<file path="src/rtl/u16esc_pkg.sv">
// Shared types, character constants and lookup functions of the escaper.
// Used by the controller, the datapath, the top level and the checker.
`timescale 1ns / 1ps

package u16esc_pkg;

  localparam int unsigned CP_W   = 21;
  localparam int unsigned UNIT_W = 16;
  localparam int unsigned NDIG   = 7;

  localparam logic [CP_W-1:0] CP_REPL      = 21'h00FFFD;
  localparam logic [CP_W-1:0] CP_SUPP_BASE = 21'h010000;
  localparam logic [CP_W-1:0] CP_DEL       = 21'd127;
  localparam logic [CP_W-1:0] CP_SPACE     = 21'd32;

  // x / 10 == (x * RECIP_10) >> RECIP_SHIFT for every x below 2**22.
  localparam logic [CP_W-1:0] RECIP_10    = 21'd1677722;
  localparam int unsigned     RECIP_SHIFT = 24;

  localparam logic [7:0] CH_AMP  = 8'h26;
  localparam logic [7:0] CH_HASH = 8'h23;
  localparam logic [7:0] CH_SEMI = 8'h3B;
  localparam logic [7:0] CH_ZERO = 8'h30;
  localparam logic [7:0] CH_LT   = 8'h3C;
  localparam logic [7:0] CH_GT   = 8'h3E;
  localparam logic [7:0] CH_QUOT = 8'h22;

  localparam logic [47:0] ENT_AMP  = {"&amp;", 8'h00};
  localparam logic [47:0] ENT_LT   = {"&lt;", 16'h0000};
  localparam logic [47:0] ENT_GT   = {"&gt;", 16'h0000};
  localparam logic [47:0] ENT_QUOT = "&quot;";

  typedef enum logic [2:0] {
    KIND_NONE,
    KIND_AMP,
    KIND_LT,
    KIND_GT,
    KIND_QUOT,
    KIND_NUM
  } kind_e;

  typedef enum logic [1:0] {
    ST_IDLE,
    ST_START,
    ST_CONV,
    ST_EMIT
  } ctrl_state_e;

  typedef struct packed {
    logic load;       // capture the accepted word
    logic adv;        // move the queued code point into the working slot
    logic conv_init;  // start the decimal conversion
    logic conv_step;  // produce one more decimal digit
    logic emit;       // write one output byte
  } ctrl_cmd_t;

  typedef struct packed {
    kind_e kind;
    logic  nxt_valid;
    logic  conv_last;
    logic  cp_done;
    logic  out_free;
  } dp_stat_t;

  function automatic kind_e classify(logic [CP_W-1:0] cp);
    kind_e k;
    if (cp == 21'(CH_AMP)) begin
      k = KIND_AMP;
    end else if (cp == 21'(CH_LT)) begin
      k = KIND_LT;
    end else if (cp == 21'(CH_GT)) begin
      k = KIND_GT;
    end else if (cp == 21'(CH_QUOT)) begin
      k = KIND_QUOT;
    end else if (cp < CP_SPACE || cp == CP_DEL) begin
      k = KIND_NONE;
    end else begin
      k = KIND_NUM;
    end
    return k;
  endfunction

  function automatic logic [7:0] ent_byte(kind_e k, logic [2:0] p);
    logic [47:0] s;
    logic [7:0]  b;
    case (k)
      KIND_AMP: s = ENT_AMP;
      KIND_LT:  s = ENT_LT;
      KIND_GT:  s = ENT_GT;
      default:  s = ENT_QUOT;
    endcase
    case (p)
      3'd0:    b = s[47:40];
      3'd1:    b = s[39:32];
      3'd2:    b = s[31:24];
      3'd3:    b = s[23:16];
      3'd4:    b = s[15:8];
      default: b = s[7:0];
    endcase
    return b;
  endfunction

  function automatic logic ent_last(kind_e k, logic [2:0] p);
    logic l;
    case (k)
      KIND_AMP: l = (p == 3'd4);
      KIND_LT:  l = (p == 3'd3);
      KIND_GT:  l = (p == 3'd3);
      default:  l = (p == 3'd5);
    endcase
    return l;
  endfunction

endpackage

</file>
<file path="src/rtl/u16esc_ctrl.sv">
// Sequencer of the escaper: accepts words and steps the datapath through
// decoding, decimal conversion and byte output. Depends on u16esc_pkg.
`timescale 1ns / 1ps

module u16esc_ctrl (
  input  logic                  clk_i,
  input  logic                  rst_ni,
  input  logic                  in_valid_i,
  output logic                  in_stall_o,
  input  u16esc_pkg::dp_stat_t  stat_i,
  output u16esc_pkg::ctrl_cmd_t cmd_o
);

  u16esc_pkg::ctrl_state_e state_q, state_d;

  always_ff @(posedge clk_i or negedge rst_ni) begin
    if (!rst_ni) begin
      state_q <= u16esc_pkg::ST_IDLE;
    end else begin
      state_q <= state_d;
    end
  end

  always_comb begin
    state_d    = state_q;
    cmd_o      = '0;
    in_stall_o = 1'b1;
    unique case (state_q)
      u16esc_pkg::ST_IDLE: begin
        in_stall_o = 1'b0;
        if (in_valid_i) begin
          cmd_o.load = 1'b1;
          state_d    = u16esc_pkg::ST_START;
        end
      end
      u16esc_pkg::ST_START: begin
        if (stat_i.kind == u16esc_pkg::KIND_NONE) begin
          // A silent code point yields nothing; go on to the queued one if any.
          if (stat_i.nxt_valid) begin
            cmd_o.adv = 1'b1;
          end else begin
            state_d = u16esc_pkg::ST_IDLE;
          end
        end else if (stat_i.kind == u16esc_pkg::KIND_NUM) begin
          cmd_o.conv_init = 1'b1;
          state_d         = u16esc_pkg::ST_CONV;
        end else begin
          state_d = u16esc_pkg::ST_EMIT;
        end
      end
      u16esc_pkg::ST_CONV: begin
        cmd_o.conv_step = 1'b1;
        if (stat_i.conv_last) begin
          state_d = u16esc_pkg::ST_EMIT;
        end
      end
      u16esc_pkg::ST_EMIT: begin
        if (stat_i.out_free) begin
          cmd_o.emit = 1'b1;
          if (stat_i.cp_done) begin
            if (stat_i.nxt_valid) begin
              cmd_o.adv = 1'b1;
              state_d   = u16esc_pkg::ST_START;
            end else begin
              state_d = u16esc_pkg::ST_IDLE;
            end
          end
        end
      end
      default: begin
        state_d = u16esc_pkg::ST_IDLE;
      end
    endcase
  end

endmodule

</file>
<file path="config.mk">
export PLATFORM = sky130hd
export DESIGN_NAME = u16esc_ctrl
export DESIGN_NICKNAME = d
export VERILOG_FILES = /design/src/rtl/u16esc_pkg.sv /design/src/rtl/u16esc_ctrl.sv
export SDC_FILE = /design/constraint.sdc
export NUM_CORES = 1
export LEC_CHECK = 0
export BUFFER_PORTS_ARGS = -buffer_cell sky130_fd_sc_hd__buf_2
export CORE_AREA = 2 2 39 41
export DETAILED_ROUTE_END_ITERATION = 8
export DIE_AREA = 0 0 41 43
export PLACE_DENSITY = 0.39
export SLEW_MARGIN = 15
export SYNTH_ARGS = -nofsm -noshare
export SYNTH_HDL_FRONTEND = slang
export SYNTH_SLANG_ARGS = --single-unit
</file>
<file path="constraint.sdc">
create_clock -name clk_i -period 1.1 [get_ports clk_i]
set_clock_uncertainty 0.05 [all_clocks]
set_input_delay 0.165 -clock clk_i [delete_from_list [all_inputs] [get_ports clk_i]]
set_output_delay 0.165 -clock clk_i [all_outputs]
set_load 0.01 [all_outputs]
</file>
### Yosys cells after proc, flatten, opt, wreduce, memory -nomap -nowiden

Cells that the tools add are included.

* output and inout port bits: 6
* word-level logic and storage cells: 36
* bits in registers: 2
* bits of input ports: 10

* mux-type cells: 23
* reductions and logical operators: 3
* equal/unequal tests: 9

Operator list (number)
* 1-bit two-way mux: 15
* 2-bit two-way mux: 6
* 2-bit inequality test, second input constant: 4
* 2-bit one-hot mux with 4 select lines: 1
* 5-bit AND reduction: 1
* 2-bit == test, second input constant: 2
* 3-bit == test, second input constant: 1
* 3-bit zero test: 1
* 3-bit inequality test, second input constant: 1
* 2-bit by 1-bit == test with 1-bit output, second input constant: 1
* 2-bit zero test: 1
* 1-bit one-hot mux with 2 select lines: 1

### Logic depth before layout (Yosys ltp)

* depth in word-level cells: 4
* depth in mapped cells: 4
* mapped depth without buffers: 3

### Worst setup path after synthesis

No wires, ideal clock.

* path kind: reg-to-output
* from: register with a tool-made name
* to: output port cmd_o[2] (netlist name)
* cell stages (with the launch flop): 3
* arrival: 968 ps
* setup slack: -83 ps
* path buffers: 1
* required time: 885 ps
* path through: dfrtp_1 > buf_6 > nor4b_1

RTL lines
* end, declared: RTL line u16esc_ctrl.sv:11 `output u16esc_pkg::ctrl_cmd_t cmd_o`

==> load_flow_metrics.sql <==
INSERT INTO impl_metrics (metric_group, metric, value, unit) VALUES
('layout', 'nets', '62', ''),
('floorplan', 'design.core.area', '1384', 'µm²'),
('global_routing', 'grt-ovfl-total', '0', ''),
('detailed_routing', 'drt_iter0_drc', '0', ''),
('layout', 'postLayoutCellArea', '446.7', 'µm²'),
('logic_synthesis', 'netlist.area_leader.share', '27.59', '%'),
('clock_network', 'clkSlewWorstSetupHoldPaths', '0.03', 'ns'),
('logic_synthesis', 'synth.ff_latch_count', '2', ''),
('pwr', 'p_per_area', '1517', 'nW/µm²'),
('logic_synthesis', 'synth.top_cells.by_count', 'sky130_fd_sc_hd__a21oi_1 (2), sky130_fd_sc_hd__dfrtp_1 (2), sky130_fd_sc_hd__nand2_1 (2), sky130_fd_sc_hd__nor2b_1 (2)', ''),
('logic_synthesis', 'synth.yosys.warnings', '0', ''),
('layout', 'layout_cell_share_with_drive_strength_beyond_1', '74.00', '%'),
('setup_path', 'timing.critical_path.arrival', '1.13', 'ns'),
('global_routing', 'number_of_global_route_vias_before_repair', '233', ''),
('logic_synthesis', 'synth.distinct_cells', '18', ''),
('layout', 'multi_input_area', '161.4', 'µm²'),
('logic_synthesis', 'synth.yosys.seq_area_share', '27.59', '%'),
('floorplan', 'floorplan.rows', '14', ''),
('logic_synthesis', 'synth_largest_area_cell', 'sky130_fd_sc_hd__dfrtp_1', ''),
('setup_path', 'timing.critical_path.fanout_max', '7', ''),
('pwr', 'max-vdd-ir-drop', '536.5', 'µV'),
('clock_network', 'root_buffer', 'sky130_fd_sc_hd__clkbuf_4', ''),
('placement', 'place.detailed.hpwl', '465.1', 'µm'),
('min_path', 'timing.hold.worst.class', 'in -> reg', ''),
('detailed_routing', 'drcViolationCount', '0', ''),
('setup_path', 'critPathRequiredTime', '0.88', 'ns'),
('detailed_routing', 'via_per_inst', '4.273', ''),
('timing', 'setup_violation_total_in_the_final_timing_report', '7', ''),
('detailed_routing', 'wl', '711', 'µm'),
('run_status', 'failing_checks', 'setup timing', ''),
('timing', 'hold_violations', '0', ''),
('logic_synthesis', 'synth_top_cells_by_area', 'sky130_fd_sc_hd__dfrtp_1 (28%), sky130_fd_sc_hd__nor2b_1 (6.9%), sky130_fd_sc_hd__buf_6 (6.2%)', ''),
('logic_synthesis', 'synthFlopType', 'sky130_fd_sc_hd__dfrtp_1', ''),
('timing', 'slew_violations', '0', ''),
('global_routing', 'grt_util_all_layers', '8.818', '%'),
('layout', 'areaGrowthSynthToFinish', '146.2', '%'),
('clock_network', 'clkLatencyLatePin', '0.23', 'ns'),
('timing', 'setup_total_negative_slack', '-1.403', 'ns'),
('timing', 'min_period_over_period', '122.3', '%'),
('clock_network', 'cts_sinks', '2', ''),
('run_status', 'outcome', 'finished with violations', ''),
('global_routing', 'antenna_found_initial', '0', ''),
('clock_network', 'cts_made_buffers', '3', ''),
('detailed_routing', 'drt_first_pass_iters', '1', ''),
('setup_path', 'worst_setup_path_end_kind', 'output port', ''),
('pwr', 'total_power', '0.6778', 'mW'),
('placement', 'placedInstanceArea', '326.6', 'µm²'),
('setup_path', 'crit_type', 'reg -> out', ''),
('pwr', 'leakagePower', '0.2060', 'nW'),
('timing', 'fin_crit', '1.345', 'ns'),
('logic_synthesis', 'syn_inst', '22', ''),
('floorplan', 'floorplan.initialDensity', '13.11', '%'),
('timing', 'finalWorstSetupSlack', '-0.2449', 'ns'),
('layout', 'seqCellArea', '52.55', 'µm²'),
('timing', 'timing.fmax', '743.6', 'MHz'),
('setup_path', 'timing.critical_path.from_type', 'register', ''),
('global_routing', 'grt_start_max_net_pins', '8', ''),
('timing', 'worstMarginPinSlew', '0.2375', 'ns'),
('min_path', 'min_from', 'stat_i[1]', ''),
('run', 'maxCapViolCount', '0', ''),
('layout', 'nFillCells', '153', ''),
('clock_network', 'tritoncts', 'done', ''),
('timing', 'setup_repair_after_global_routing_missed_its_margin', 'yes', ''),
('global_routing', 'grt_first_pass_wirelength', '1000', 'µm'),
('logic_synthesis', 'asyncSetResetFlopFracSynth', '100.0', '%'),
('floorplan', 'ioPinCount', '16', ''),
('detailed_routing', 'vias', '282', ''),
('detailed_routing', 'detail-route-antenna-nets', '0', ''),
('floorplan', 'die_height', '43', 'µm'),
('floorplan', 'fp.dieArea', '1763', 'µm²'),
('setup_path', 'reg2regPathDepth', '5', '');
## layer usage
| layer | track usage (%) | up-vias | share of wire, % | routed length [µm] |
|---|---|---|---|---|
| met1 | 11.50 | 129 | 39 | 274 |
| met4 | 6.000 | 0 | 0 | 0 |
| met2 | 12.50 | 16 | 50 | 357 |
| met3 | 1.571 | 0 | 11 | 78 |
| met5 | 0 | - | 0 | 0 |
| li1 | - | 137 | - | - |
## layout by cell type (no fill, tap or decap)
cell type	Yosys	routed
sky130_fd_sc_hd__nor2_4	0	1
sky130_fd_sc_hd__nor2b_1	2	2
sky130_fd_sc_hd__nand2_1	2	2
sky130_fd_sc_hd__nor4b_2	0	1
sky130_fd_sc_hd__nand4b_1	1	1
sky130_fd_sc_hd__clkbuf_4	0	3
sky130_fd_sc_hd__nand3_2	0	1
sky130_fd_sc_hd__buf_2	0	12
sky130_fd_sc_hd__or2_4	0	1
sky130_fd_sc_hd__a31oi_1	1	1
sky130_fd_sc_hd__a21oi_1	2	2
sky130_fd_sc_hd__xor2_1	1	1
sky130_fd_sc_hd__inv_1	1	1
sky130_fd_sc_hd__dlygate4sd3_1	0	1
sky130_fd_sc_hd__and3_4	0	1
sky130_fd_sc_hd__buf_4	0	8
sky130_fd_sc_hd__a211oi_2	0	1
sky130_fd_sc_hd__buf_6	1	5
sky130_fd_sc_hd__o31ai_4	0	1
sky130_fd_sc_hd__or3_1	1	1
sky130_fd_sc_hd__nand4bb_1	1	1
sky130_fd_sc_hd__dfrtp_2	0	2
## per-stage QoR
| stage | util (%) | setup WS [ns] | hold WS, ns | cells |
|---|---|---|---|---|
| 3_3_place_gp | 23.60 | -0.1730 | -0.09633 | 58 |
| 4_1_cts | 29.11 | -0.2525 | 0.09637 | 64 |
| 3_5_place_dp | 23.60 | -0.1824 | -0.09691 | 58 |
| 2_1_floorplan | - | 0.02177 | -0.1806 | 22 |
| 5_1_grt | 32.28 | -0.3111 | 0.1161 | 66 |
| 6_report | 32.28 | -0.2449 | 0.1125 | 66 |
## cell type report
| class | instances | area share (%) |
|---|---|---|
| Inverter | 1 | 0.8403 |
| Multi-Input combinational cell | 18 | 36.13 |
| Sequential cell | 2 | 11.76 |
| Clock buffer | 3 | 5.042 |
| Timing Repair Buffer | 26 | 41.74 |
| Tap cell | 16 | 4.482 |
## report_power, final
part | switching [mW] | internal [mW]
Combinational | 0.136 | 0.224
Sequential | 0.0494 | 0.102
Clock | 0.0455 | 0.121
## cells by family after synthesis
family                    share of synthesized area, %
and+or+nand+nor                                  42.07
AOI/OAI and AO/OA                                17.25
DFF                                              27.59
buffers and inverters                            8.273
xor gates and xnor gates                         4.828
## worst paths after layout
| kind | to | slack [ns] |
|---|---|---|
| worst min-delay path | register | 0.11 |
| worst max-delay path | cmd_o[4] | -0.24 |
| max in group asynchronous | asynchronous set/reset pin | 0.69 |
| min in group asynchronous | state_q[0]$_DFFE_PN0P_ | 0.20 |
| worst min register to register | state_q[0]$_DFFE_PN0P_ | 0.50 |
| worst max register to register | state_q[0]$_DFFE_PN0P_ | -0.13 |
## repair_timing
action                                 in CTS  in global routing
setup endpoints to repair                   7                  7
resized for setup                           7                  6
endpoints found under the hold margin       2                  0
pin swaps                                   5                  2
cloned                                      0                  0
buffers inserted                            2                  2
hold buffers                                1                  0
## worst max-delay path, cell delays in order, from the launching register on
cell                      delay, ns
sky130_fd_sc_hd__dfrtp_2       0.44
sky130_fd_sc_hd__or2_4         0.28
sky130_fd_sc_hd__nor2_4        0.08
sky130_fd_sc_hd__buf_6         0.10
Note: power is estimated with default switching activity, not from simulation.
